File: config.mk
export PLATFORM = sky130hd
export DESIGN_NAME = window_min_max_mean_rms_unit
export DESIGN_NICKNAME = d
export VERILOG_FILES = /design/src/rtl/wmmmr_pkg.sv /design/src/rtl/wmmmr_front.sv /design/src/rtl/wmmmr_queue.sv /design/src/rtl/wmmmr_back.sv /design/src/rtl/window_min_max_mean_rms_unit.sv
export SDC_FILE = /design/constraint.sdc
export NUM_CORES = 2
export LEC_CHECK = 0
export ABC_AREA = 0
export BUFFER_PORTS_ARGS = -buffer_cell sky130_fd_sc_hd__buf_2
export CAP_MARGIN = 40
export CORE_ASPECT_RATIO = 0.75
export CORE_MARGIN = 4
export CORE_UTILIZATION = 56
export CTS_BUF_LIST = sky130_fd_sc_hd__clkbuf_2
export CTS_CLUSTER_SIZE = 25
export DETAILED_ROUTE_END_ITERATION = 10
export PLACE_DENSITY = 0.79
export SETUP_SLACK_MARGIN = 0.4
export SYNTH_ARGS = -nofsm -noshare
export SYNTH_HDL_FRONTEND = slang
export SYNTH_HIERARCHICAL = 1
export SYNTH_SLANG_ARGS = --single-unit
export TNS_END_PERCENT = 5
File: constraint.sdc
create_clock -name clk -period 20.5 [get_ports clk]
set_input_delay 1.025 -clock clk [delete_from_list [all_inputs] [get_ports clk]]
set_output_delay 1.025 -clock clk [all_outputs]
set_load 0.1 [all_outputs]
File: src/rtl/wmmmr_pkg.sv
// ----------------------------------------------------------------------------
// wmmmr_pkg
// Shared widths, limits and the per-window summary record for the windowed
// min / max / mean / rms statistics block.
// ----------------------------------------------------------------------------
package wmmmr_pkg;

  // field widths
  localparam int SAMPLE_W    = 24;
  localparam int RMS_W       = 23;
  localparam int COUNT_OUT_W = 11;

  // longest window that is accumulated; later samples only flag overflow
  localparam int WINDOW_MAX  = 1024;

  // accumulator widths that follow from the window length
  localparam int POS_W   = $clog2(WINDOW_MAX + 1);
  localparam int SUM_W   = SAMPLE_W + POS_W;
  localparam int SQR_W   = 2 * SAMPLE_W;
  localparam int SQ_W    = SQR_W - 1 + POS_W;
  localparam int SQRT_W  = SQ_W + (SQ_W % 2);
  localparam int STEP_W  = $clog2(SQ_W);

  // summary queue between accumulation and the arithmetic engine
  localparam int QUEUE_DEPTH = 2;
  localparam int QPTR_W      = (QUEUE_DEPTH > 1) ? $clog2(QUEUE_DEPTH) : 1;
  localparam int QFILL_W     = $clog2(QUEUE_DEPTH + 1);

  // sample limits
  localparam logic signed [SAMPLE_W-1:0] SAMPLE_MAX = {1'b0, {(SAMPLE_W-1){1'b1}}};
  localparam logic signed [SAMPLE_W-1:0] SAMPLE_MIN = {1'b1, {(SAMPLE_W-1){1'b0}}};
  localparam logic [RMS_W-1:0]           RMS_MAX    = {RMS_W{1'b1}};

  // totals of one closed window
  typedef struct packed {
    logic signed [SAMPLE_W-1:0] min_v;
    logic signed [SAMPLE_W-1:0] max_v;
    logic signed [SUM_W-1:0]    sum;
    logic [SQ_W-1:0]            sq_sum;
    logic [POS_W-1:0]           count;
    logic                       overflow;
  } window_t;

endpackage

File: src/rtl/wmmmr_front.sv
// ----------------------------------------------------------------------------
// wmmmr_front
// Sample intake: limit and window-length checks, running min / max / count /
// sum, a registered square and the square-sum accumulator. Pushes one window
// summary into the queue when the closing sample leaves the square stage.
// ----------------------------------------------------------------------------
module wmmmr_front (
  input  logic                                   clk,
  input  logic                                   rst,
  input  logic signed [wmmmr_pkg::SAMPLE_W-1:0]  valid_limit,
  input  logic                                   in_valid,
  output logic                                   in_stall,
  input  logic signed [wmmmr_pkg::SAMPLE_W-1:0]  sample,
  input  logic                                   last,
  output logic                                   push,
  output wmmmr_pkg::window_t                     push_data,
  input  logic                                   full
);
  import wmmmr_pkg::*;

  // running window state
  logic [POS_W-1:0]           pos;
  logic [POS_W-1:0]           count;
  logic signed [SAMPLE_W-1:0] running_min;
  logic signed [SAMPLE_W-1:0] running_max;
  logic signed [SUM_W-1:0]    running_sum;
  logic [SQ_W-1:0]            sq_sum;
  logic                       overflow_seen;

  // square stage
  logic                       sq_valid;
  logic                       sq_last;
  logic                       sq_take;
  logic [SQR_W-1:0]           sq;

  logic                       advance;
  logic                       accept;
  logic                       close;
  logic [POS_W-1:0]           pos_base;
  logic [POS_W-1:0]           count_base;
  logic signed [SAMPLE_W-1:0] min_base;
  logic signed [SAMPLE_W-1:0] max_base;
  logic signed [SUM_W-1:0]    sum_base;
  logic                       ovf_base;
  logic                       in_range;
  logic                       take;
  logic signed [SQR_W-1:0]    product;
  logic [SQ_W-1:0]            sq_sum_next;

  // pipeline holds only while a closing sample waits for queue space
  assign advance  = !(sq_valid && sq_last && full);
  assign in_stall = !advance;
  assign accept   = in_valid && advance;
  assign close    = sq_valid && sq_last && advance;

  // a sample that follows a closing one starts from a cleared window
  always_comb begin
    if (close) begin
      pos_base   = '0;
      count_base = '0;
      min_base   = SAMPLE_MAX;
      max_base   = SAMPLE_MIN;
      sum_base   = '0;
      ovf_base   = 1'b0;
    end else begin
      pos_base   = pos;
      count_base = count;
      min_base   = running_min;
      max_base   = running_max;
      sum_base   = running_sum;
      ovf_base   = overflow_seen;
    end
  end

  // classification of the incoming sample
  assign in_range = pos_base < POS_W'(WINDOW_MAX);
  assign take     = in_range && (sample < valid_limit);
  assign product  = sample * sample;

  // square-sum including the sample in the square stage
  assign sq_sum_next = sq_sum + (sq_take ? SQ_W'(sq) : '0);

  // summary of the closed window
  always_comb begin
    push               = close;
    push_data.min_v    = running_min;
    push_data.max_v    = running_max;
    push_data.sum      = running_sum;
    push_data.sq_sum   = sq_sum_next;
    push_data.count    = count;
    push_data.overflow = overflow_seen;
  end

  // min / max / count / sum / position, updated at acceptance
  always_ff @(posedge clk) begin
    if (rst) begin
      pos           <= '0;
      count         <= '0;
      running_min   <= SAMPLE_MAX;
      running_max   <= SAMPLE_MIN;
      running_sum   <= '0;
      overflow_seen <= 1'b0;
    end else if (accept) begin
      pos           <= in_range ? pos_base + POS_W'(1) : pos_base;
      overflow_seen <= ovf_base | !in_range;
      if (take) begin
        count       <= count_base + POS_W'(1);
        running_sum <= sum_base + SUM_W'(sample);
        running_min <= (sample < min_base) ? sample : min_base;
        running_max <= (sample > max_base) ? sample : max_base;
      end else begin
        count       <= count_base;
        running_sum <= sum_base;
        running_min <= min_base;
        running_max <= max_base;
      end
    end else if (close) begin
      pos           <= '0;
      count         <= '0;
      running_min   <= SAMPLE_MAX;
      running_max   <= SAMPLE_MIN;
      running_sum   <= '0;
      overflow_seen <= 1'b0;
    end
  end

  // square stage control
  always_ff @(posedge clk) begin
    if (rst) begin
      sq_valid <= 1'b0;
      sq_last  <= 1'b0;
      sq_take  <= 1'b0;
    end else if (advance) begin
      sq_valid <= accept;
      sq_last  <= accept && last;
      sq_take  <= accept && take;
    end
  end

  // square stage payload
  always_ff @(posedge clk) begin
    if (accept) begin
      sq <= unsigned'(product);
    end
  end

  // square-sum accumulator, cleared as the window closes
  always_ff @(posedge clk) begin
    if (rst) begin
      sq_sum <= '0;
    end else if (advance && sq_valid) begin
      sq_sum <= sq_last ? '0 : sq_sum_next;
    end
  end

`ifndef SYNTHESIS
  a_pos_bounded: assert property (@(posedge clk) disable iff (rst)
    pos <= POS_W'(WINDOW_MAX))
    else $error("window position beyond its limit");
  a_count_within_pos: assert property (@(posedge clk) disable iff (rst)
    count <= pos)
    else $error("counted samples exceed window position");
  a_min_le_max: assert property (@(posedge clk) disable iff (rst)
    (count != '0) |-> (running_min <= running_max))
    else $error("running minimum above running maximum");
`endif

endmodule

File: src/rtl/wmmmr_queue.sv
// ----------------------------------------------------------------------------
// wmmmr_queue
// Small fifo of closed-window summaries between sample intake and the
// divide / square-root engine.
// ----------------------------------------------------------------------------
module wmmmr_queue (
  input  logic               clk,
  input  logic               rst,
  input  logic               push,
  input  wmmmr_pkg::window_t push_data,
  output logic               full,
  input  logic               pop,
  output wmmmr_pkg::window_t pop_data,
  output logic               empty
);
  import wmmmr_pkg::*;

  window_t            entries [QUEUE_DEPTH];
  logic [QPTR_W-1:0]  wr_ptr;
  logic [QPTR_W-1:0]  rd_ptr;
  logic [QFILL_W-1:0] fill;
  logic               do_push;
  logic               do_pop;

  assign full     = fill == QFILL_W'(QUEUE_DEPTH);
  assign empty    = fill == '0;
  assign do_push  = push && !full;
  assign do_pop   = pop && !empty;
  assign pop_data = entries[rd_ptr];

  // storage
  always_ff @(posedge clk) begin
    if (do_push) begin
      entries[wr_ptr] <= push_data;
    end
  end

  // pointers and fill level
  always_ff @(posedge clk) begin
    if (rst) begin
      wr_ptr <= '0;
      rd_ptr <= '0;
      fill   <= '0;
    end else begin
      if (do_push) begin
        wr_ptr <= (wr_ptr == QPTR_W'(QUEUE_DEPTH - 1)) ? '0 : wr_ptr + QPTR_W'(1);
      end
      if (do_pop) begin
        rd_ptr <= (rd_ptr == QPTR_W'(QUEUE_DEPTH - 1)) ? '0 : rd_ptr + QPTR_W'(1);
      end
      if (do_push && !do_pop) begin
        fill <= fill + QFILL_W'(1);
      end else if (do_pop && !do_push) begin
        fill <= fill - QFILL_W'(1);
      end
    end
  end

endmodule

File: src/rtl/wmmmr_back.sv
// ----------------------------------------------------------------------------
// wmmmr_back
// Per-window arithmetic: bit-serial division of the sum and of the square
// sum by the count, then a bit-pair square root of the mean square, and the
// result register toward the output channel.
// ----------------------------------------------------------------------------
module wmmmr_back (
  input  logic                                  clk,
  input  logic                                  rst,
  input  wmmmr_pkg::window_t                    pop_data,
  input  logic                                  empty,
  output logic                                  pop,
  output logic                                  out_valid,
  input  logic                                  out_stall,
  output logic signed [wmmmr_pkg::SAMPLE_W-1:0] min_value,
  output logic signed [wmmmr_pkg::SAMPLE_W-1:0] max_value,
  output logic signed [wmmmr_pkg::SAMPLE_W-1:0] mean_value,
  output logic [wmmmr_pkg::RMS_W-1:0]           rms_value,
  output logic [wmmmr_pkg::COUNT_OUT_W-1:0]     valid_count,
  output logic                                  no_data,
  output logic                                  window_overflow
);
  import wmmmr_pkg::*;

  localparam logic [1:0] ST_IDLE = 2'd0;
  localparam logic [1:0] ST_DIV  = 2'd1;
  localparam logic [1:0] ST_SQRT = 2'd2;
  localparam logic [1:0] ST_DONE = 2'd3;

  logic [1:0]                 state;
  logic [STEP_W-1:0]          step;

  // window being worked on
  logic signed [SAMPLE_W-1:0] w_min;
  logic signed [SAMPLE_W-1:0] w_max;
  logic [POS_W-1:0]           w_count;
  logic                       w_neg;
  logic                       w_nodata;
  logic                       w_ovf;

  // divider registers: quotient shifts in where the dividend shifts out
  logic [SQ_W-1:0]            qm;
  logic [POS_W-1:0]           rm;
  logic [SQ_W-1:0]            qs;
  logic [POS_W-1:0]           rs;

  // square root registers
  logic [SQRT_W-1:0]          sv;
  logic [SQRT_W-1:0]          res;
  logic [SQRT_W-1:0]          bitv;

  logic [SUM_W-1:0]           abs_sum;
  logic [POS_W:0]             r2m;
  logic [POS_W:0]             r2s;
  logic [POS_W:0]             divisor;
  logic                       gem;
  logic                       ges;
  logic [SQ_W-1:0]            qs_next;
  logic [SQRT_W-1:0]          trial;
  logic                       ge_sq;
  logic [SQ_W-1:0]            mean_full;
  logic [RMS_W-1:0]           rms_sat;
  logic                       out_free;

  assign pop      = (state == ST_IDLE) && !empty;
  assign out_free = !out_valid || !out_stall;
  assign abs_sum  = pop_data.sum[SUM_W-1] ? unsigned'(-pop_data.sum)
                                          : unsigned'(pop_data.sum);

  // one restoring step of each divider
  assign divisor = {1'b0, w_count};
  assign r2m     = {rm, qm[SQ_W-1]};
  assign r2s     = {rs, qs[SQ_W-1]};
  assign gem     = r2m >= divisor;
  assign ges     = r2s >= divisor;
  assign qs_next = {qs[SQ_W-2:0], ges};

  // one step of the square root
  assign trial = res + bitv;
  assign ge_sq = sv >= trial;

  // final formatting
  assign mean_full = w_neg ? (~qm + SQ_W'(1)) : qm;
  assign rms_sat   = (res > SQRT_W'(RMS_MAX)) ? RMS_MAX : RMS_W'(res);

  // sequencer and datapath
  always_ff @(posedge clk) begin
    if (rst) begin
      state <= ST_IDLE;
      step  <= '0;
    end else begin
      case (state)
        ST_IDLE: begin
          if (!empty) begin
            step  <= STEP_W'(SQ_W - 1);
            state <= (pop_data.count == '0) ? ST_DONE : ST_DIV;
          end
        end
        ST_DIV: begin
          if (step == '0) begin
            step  <= STEP_W'(SQRT_W / 2 - 1);
            state <= ST_SQRT;
          end else begin
            step <= step - STEP_W'(1);
          end
        end
        ST_SQRT: begin
          if (step == '0) begin
            state <= ST_DONE;
          end else begin
            step <= step - STEP_W'(1);
          end
        end
        ST_DONE: begin
          if (out_free) begin
            state <= ST_IDLE;
          end
        end
        default: state <= ST_IDLE;
      endcase
    end
  end

  // arithmetic registers
  always_ff @(posedge clk) begin
    case (state)
      ST_IDLE: begin
        w_min    <= pop_data.min_v;
        w_max    <= pop_data.max_v;
        w_count  <= pop_data.count;
        w_neg    <= pop_data.sum[SUM_W-1];
        w_nodata <= pop_data.count == '0;
        w_ovf    <= pop_data.overflow;
        qm       <= SQ_W'(abs_sum);
        qs       <= pop_data.sq_sum;
        rm       <= '0;
        rs       <= '0;
        res      <= '0;
      end
      ST_DIV: begin
        qm <= {qm[SQ_W-2:0], gem};
        rm <= gem ? POS_W'(r2m - divisor) : POS_W'(r2m);
        qs <= qs_next;
        rs <= ges ? POS_W'(r2s - divisor) : POS_W'(r2s);
        if (step == '0) begin
          sv   <= SQRT_W'(qs_next);
          res  <= '0;
          bitv <= SQRT_W'(1) << (SQRT_W - 2);
        end
      end
      ST_SQRT: begin
        if (ge_sq) begin
          sv  <= sv - trial;
          res <= (res >> 1) + bitv;
        end else begin
          res <= res >> 1;
        end
        bitv <= bitv >> 2;
      end
      default: begin
      end
    endcase
  end

  // result register
  always_ff @(posedge clk) begin
    if (rst) begin
      out_valid <= 1'b0;
    end else if (state == ST_DONE && out_free) begin
      out_valid <= 1'b1;
    end else if (!out_stall) begin
      out_valid <= 1'b0;
    end
  end

  always_ff @(posedge clk) begin
    if (state == ST_DONE && out_free) begin
      min_value       <= w_nodata ? '0 : w_min;
      max_value       <= w_nodata ? '0 : w_max;
      mean_value      <= w_nodata ? '0 : SAMPLE_W'(mean_full);
      rms_value       <= w_nodata ? '0 : rms_sat;
      valid_count     <= COUNT_OUT_W'(w_count);
      no_data         <= w_nodata;
      window_overflow <= w_ovf;
    end
  end

`ifndef SYNTHESIS
  a_divide_nonzero: assert property (@(posedge clk) disable iff (rst)
    (state == ST_DIV || state == ST_SQRT) |-> (w_count != '0))
    else $error("division running with a zero count");
  a_sqrt_bit_onehot: assert property (@(posedge clk) disable iff (rst)
    (state == ST_SQRT) |-> $onehot(bitv))
    else $error("square root trial bit lost");
  a_result_waits: assert property (@(posedge clk) disable iff (rst)
    (state == ST_DONE && !out_free) |=> (state == ST_DONE))
    else $error("finished window dropped while output busy");
`endif

endmodule

File: src/rtl/window_min_max_mean_rms_unit.sv
// ----------------------------------------------------------------------------
// window_min_max_mean_rms_unit
// Windowed min / max / mean / rms statistics over signed Q16.8 samples.
// ----------------------------------------------------------------------------
// Samples are taken at up to one per cycle; each is checked against
// valid_limit and the window length and folded into running min, max,
// count, sum and square sum (the square passes one register stage). The
// sample flagged last closes the window: its totals go into a two-entry
// queue, and the arithmetic engine produces one result per window, using
// the bit-serial divider (one quotient bit per cycle for the mean and the
// mean square together) followed by the square root (two bits of the
// operand per cycle). Windows with no counted sample skip that work and go
// straight to the result. While both queue entries are full, a closing
// sample holds the intake stalled until the engine frees one. Results sit
// in an output register, so the engine starts the next window while a
// result waits, but holds a finished one until that register is free.
module window_min_max_mean_rms_unit (
  input  logic                                  clk,
  input  logic                                  rst,
  input  logic                                  cfg_write_en,
  input  logic signed [wmmmr_pkg::SAMPLE_W-1:0] cfg_write_data,
  input  logic                                  in_valid,
  output logic                                  in_stall,
  input  logic signed [wmmmr_pkg::SAMPLE_W-1:0] sample,
  input  logic                                  last,
  output logic                                  out_valid,
  input  logic                                  out_stall,
  output logic signed [wmmmr_pkg::SAMPLE_W-1:0] min_value,
  output logic signed [wmmmr_pkg::SAMPLE_W-1:0] max_value,
  output logic signed [wmmmr_pkg::SAMPLE_W-1:0] mean_value,
  output logic [wmmmr_pkg::RMS_W-1:0]           rms_value,
  output logic [wmmmr_pkg::COUNT_OUT_W-1:0]     valid_count,
  output logic                                  no_data,
  output logic                                  window_overflow
);
  import wmmmr_pkg::*;

  logic signed [SAMPLE_W-1:0] valid_limit;
  logic                       push;
  window_t                    push_data;
  logic                       full;
  logic                       pop;
  window_t                    pop_data;
  logic                       empty;

  // validity limit register
  always_ff @(posedge clk) begin
    if (rst) begin
      valid_limit <= SAMPLE_MAX;
    end else if (cfg_write_en) begin
      valid_limit <= cfg_write_data;
    end
  end

  // sample intake and accumulation
  wmmmr_front u_front (
    .clk         (clk),
    .rst         (rst),
    .valid_limit (valid_limit),
    .in_valid    (in_valid),
    .in_stall    (in_stall),
    .sample      (sample),
    .last        (last),
    .push        (push),
    .push_data   (push_data),
    .full        (full)
  );

  // closed-window queue
  wmmmr_queue u_queue (
    .clk       (clk),
    .rst       (rst),
    .push      (push),
    .push_data (push_data),
    .full      (full),
    .pop       (pop),
    .pop_data  (pop_data),
    .empty     (empty)
  );

  // divide, square root and result register
  wmmmr_back u_back (
    .clk             (clk),
    .rst             (rst),
    .pop_data        (pop_data),
    .empty           (empty),
    .pop             (pop),
    .out_valid       (out_valid),
    .out_stall       (out_stall),
    .min_value       (min_value),
    .max_value       (max_value),
    .mean_value      (mean_value),
    .rms_value       (rms_value),
    .valid_count     (valid_count),
    .no_data         (no_data),
    .window_overflow (window_overflow)
  );

endmodule

-- Yosys cells after proc, flatten, opt, wreduce, memory -nomap -nowiden
Memories as Yosys holds them, arrays and structs flattened. A register that Yosys moved wholly into a read port is not among the register bits.
Index checks and enable logic that the tools add are counted.
- register bits after elaboration: 734
- bits in writable memories: 306
- input bits: 54
- output and inout port bits: 110
- word-level logic and storage cells: 171
- memories: 1
- add/sub/neg operators: 16
- $mul: 1
- order comparisons: 8
- equal/unequal tests: 11
- muxes and demuxes: 58
- bitwise gates (word level): 2
- reductions and logical operators: 36
- memory list (memory ; depth ; width ; read ports ; clocked after memory_dff ; write ports ; RTL line ; RTL):
    u_queue.entries ; 2 ; 153 ; 1 ; 1 ; 1 ; wmmmr_queue.sv:18 ; window_t entries [QUEUE_DEPTH];
- operators with widths (operator ; count):
    $pmux 58 s2 ; 4
    $mux 58 ; 6
    $mux 24 ; 9
    $pmux 58 s3 ; 1
    $mux 35 ; 4
    $add 58x58->58 ; 2
    $mux 11 ; 8
    $add 57x58->58 ; 1
    $ge 58x58->1 ; 1
    $gt 58x23->1 const B ; 1
    $sub 58x58->58 ; 1
    $lt 24x24->1 ; 2
    $mul 24x24->48 ; 1
    $mux 48 ; 1
    $pmux 11 s2 ; 2
    $add 35x24->35 ; 1
    $neg 35->35 ; 1
    $add 24x1->24 const B ; 1
    $ge 12x11->1 ; 2
    $gt 24x24->1 ; 1
    $not 24->24 ; 1
    $mux 23 ; 1
    $add 11x1->11 const B ; 2
    $sub 11x11->11 ; 2
    26 further kinds ; 76

-- Depth between registers and ports, before layout
- depth in word-level cells: 9
- depth in mapped cells: 30
- gate-level depth less buffers: 26

-- Cells and area by module
The synthesis kept the hierarchy.
- by module, submodules not included (module ; instances ; cells each ; area each (µm²) ; seq. area each (µm²)):
    wmmmr_front ; 1 ; 3730 ; 33348.2 ; 4754.6
    wmmmr_back ; 1 ; 2573 ; 27621.5 ; 13783.2
    wmmmr_queue ; 1 ; 501 ; 11533.6 ; 9288.9
    window_min_max_mean_rms_unit ; 1 ; 79 ; 917.1 ; 480.5

-- Worst setup path after synthesis
Ideal clock, no wire load.
- path type: register to register
- start: register u_back.res[2]
- end: register u_back.sv[0] (enable)
- setup time: 0.563 ns
- arrival: 9.208 ns
- required time: 19.937 ns
- slack: 10.729 ns
- stages on the path, launching flop included: 23
- buffers on the path: 3
- period minus slack after synthesis: 9.771 ns
- cell sequence: edfxtp_1 > ha_1 > a31oi_1 > o31a_1 > o31a_1 > o21ba_2 > o21ai_1 > a21oi_1 > o21bai_1 > a31oi_1 > xor2_1 > ha_1 > clkbuf_1 > nand2_1 > nor2_1 > nand2_1 > or3_1 > nor4_1 > o211ai_1 > and2_1 > buf_2 > buf_4 > a21boi_0
- word-level cells in the longest chain between the ends: 4
- ends and longest elaborated chain (element ; RTL line ; RTL):
    from (decl) ; wmmmr_back.sv:49 ; logic [SQRT_W-1:0] res;
    from (signal assigned) ; wmmmr_back.sv:154 ; res <= (res >> 1) + bitv;
    from (signal assigned) ; wmmmr_back.sv:156 ; res <= res >> 1;
    $add 58x58->58 ; wmmmr_back.sv:79 ; assign trial = res + bitv;
    $ge 58x58->1 ; wmmmr_back.sv:80 ; assign ge_sq = sv >= trial;
    $ne 2x1->1 (no source line) ; -- ;
    $reduce_and 3->1 (no source line) ; -- ;
    to (signal assigned) ; wmmmr_back.sv:146 ; sv <= SQRT_W'(qs_next);
    to (signal assigned) ; wmmmr_back.sv:153 ; sv <= sv - trial;
    to (decl) ; wmmmr_back.sv:48 ; logic [SQRT_W-1:0] sv;
Every way passes these cells.
A chain may end at the register's enable or synchronous reset.

-- Worst setup path after layout
- start: input sample[23] (netlist name)
- end: register u_front.sq[45], data pin
- word-level cells in the longest chain between the ends: 1
- ends and longest elaborated chain (element ; RTL line ; RTL):
    from (decl) ; window_min_max_mean_rms_unit.sv:24 ; input logic signed [wmmmr_pkg::SAMPLE_W-1:0] sample,
    $mul 24x24->48 ; wmmmr_front.sv:78 ; assign product = sample * sample;
    via u_front.product[45] ; wmmmr_front.sv:47 ; logic signed [SQR_W-1:0] product;
    to (signal assigned) ; wmmmr_front.sv:143 ; sq <= unsigned'(product);
    to (decl) ; wmmmr_front.sv:34 ; logic [SQR_W-1:0] sq;
The timed path passes the listed nets, and every way through them passes these cells.

==> results.ini <==
[die]
start_util_pct = 56.69
ios = 164
dieArea_mm2 = 0.1370
rows = 114
die_x_um = 426.1
core_area_mm2 = 0.1295
die_y_um = 321.6

[layout]
areaGrowthSynthToFinish_pct = 7.889
final_common_cell = inv_1
nNetsFinal = 8196
drive_above_1_share_pct = 13.21
fillerInstances = 10340
mostFrequentLayoutCells = 835 x inv_1, 806 x edfxtp_1, 587 x nand2_1

[global_route]
grt_start_max_net_pins = 95
grt_pass1_wl_um = 291600
grt_pass1_vias = 53580
antenna_found_initial = 5
grt_overflow = 0
track_usage_pct = 26.82

[route]
drt_wl_total_um = 185200
dr.pass1.iters = 6
drtIter0Drc = 5591
avgViaCountPerCell = 5.915
vias = 53770
drc_errors = 0
ant_nets = 0
wl_per_cell_um = 20.37

[sta]
worstMarginPinSlew_ns = 1.169
relSlewSlack_pct = 22.06
clock_skew_ns = 0.1925
max_freq_ghz = 0.1213
timing_hold_violations_final = 0
rsz0062_at_grt = no
setup-violations-final = 0
tns_ns = 0
fin_crit_sh_pct = 40.22
fin_crit_ns = 8.244
finalMaxSlewViolations = 0
whs_ns = 0.2703

[synth]
yosysWarnings = 6
synthFlopType = edfxtp_1
ys_ff_latch = 1011
syn_avg_cell_area_um2 = 10.67
synth_edf_count = 806
synth_cell_types = 98
ys_async_sr_fraction_pct = 0
yosysSeqAreaShare_pct = 38.55
synth_area_mm2 = 0.07342
netlist_instances = 6883
syn-num-nets = 7945

[setup_path]
cp_slowest_cell = fa_1
crit_required_ns = 21.95
crit_path_max_incr_delay_ns = 0.88
critPathLaunchType = input pin
crit_type = input pin to flop
cp_common_cell = fa_1
regToRegSetupSlack_ns = 12.41
path_cells = dlygate4sd3_1, buf_2, buf_4, inv_1, nor2_1, fa_1, fa_1, fa_1, fa_1, fa_1, fa_1, fa_1, ha_1, a21o_1, a21o_1, a21oi_1, nand2_1, a2111oi_0, o21ai_1, nand3_1, nand2_1, a211o_1, xor2_1
arrival_ns = 9.69
worst_setup_path_end_kind = flop
path_max_fanout = 45

[cts]
clkLatencyLatePin_ns = 1.75
clock_sinks = 1011
clock-root-buffer = clkbuf_2
tritoncts = done
cts_buffers = 237
cts_buffer_depth = 3
path_clk_slew_ns = 0.12
cts_setup_buffers = 0
htree_levels = 4

[flow_run]
maxCapViolCount = 0

[hold_path]
hold_path.class = input pin to flop

[place]
routabilityCongestion = 0.9512
port_buffers = 163
dp_hpwl_um = 132700

[run_status]
status = finished clean

## flip-flops by register name, summed over array words and instances, names as in the netlist, 29 cells and up, named ones only
signal / flops
u_back/res: 58
u_queue/entries: 306
u_front/sq: 47
u_back/qs: 58
u_back/qm: 58
u_back/sv: 58
u_back/bitv: 29
u_front/sq_sum: 58
u_front/running_sum: 35
## Yosys cell counts (all sizes together) (157+ instances only)
library cell	count	area, um^2
ha	446	5580
inv	841	3157
edfxtp	806	24200
clkbuf	243	912.1
nor2	454	1704
dfxtp	205	4104
xnor2	194	1699
o21ai	233	1166
nand2	588	2207
fa	562	11250
and2	159	994.7
xor2	157	1375
a21oi	338	1703
mux2	270	3303
## routing by layer
| layer | GRT usage (%) | vias up | share of wire (%) |
|---|---|---|---|
| li1 | - | 24470 | - |
| met1 | 38.68 | 26220 | 43 |
| met2 | 40.64 | 2603 | 45 |
| met3 | 5.676 | 475 | 9.7 |
| met4 | 8.880 | 4 | 3.1 |
| met5 | 0 | - | 0.014 |
## timing repair
action                    4_1_cts  5_1_grt
resized for setup               0        0
hold endpoints to repair      188        0
hold buffers                   93        0
## critical path, delay by kind of cell
| kind | cells | cell delay [ns] |
|---|---|---|
| AND/OR/NAND/NOR | 4 | 0.60 |
| buffers and inverters | 4 | 1.84 |
| XOR/XNOR | 1 | 0.14 |
| adder cells (fa/ha/maj) | 8 | 4.41 |
| AO/OA/AOI/OAI | 6 | 1.57 |
## final timing paths
path / start / end / cells past startpoint
worst min-delay path: rst / u_front/sq_sum[12] / 3
worst min register to register: u_front/running_sum[20] / u_queue/entries[0][90] / 0
worst max-delay path: sample[23] / u_front/sq[45] / 23
worst max register to register: u_back/res[10] / u_back/sv[49] / 22
## final cells by class
class	instances	area [um^2]	area share [%]
Clock buffer	346	1732	2.186
Antenna cell	8	20.02	0.02527
Clock inverter	102	757.0	0.9556
Tap cell	1740	2177	2.748
Sequential cell	1011	28310	35.74
Multi-Input combinational cell	4721	40760	51.46
Inverter	847	3184	4.020
Timing Repair Buffer	316	2272	2.868
## kinds of logic after synthesis
group | Yosys count | share of synthesized area, %
muxes | 303 | 4.949
adders and majority gates | 1008 | 22.92
AOI/OAI and AO/OA | 1292 | 11.73
buffers and inverters | 1151 | 6.099
and+or+nand+nor | 1767 | 11.55
xor gates and xnor gates | 351 | 4.187
DFF | 1011 | 38.55
## through the flow
stage	util, %	worst slack [ns]	std cells	cell area, um^2
6_report	61.16	12.26	9091	79210
5_1_grt	61.16	11.97	9090	79210
4_1_cts	61.14	12.35	9082	79180
3_5_place_dp	58.50	11.20	8541	75770
3_3_place_gp	58.40	11.39	8533	75640
2_1_floorplan	-	10.73	6883	73420
Power is not shown: default switching activity piles up to over one toggle a cycle in this logic, so the estimate is an artifact.
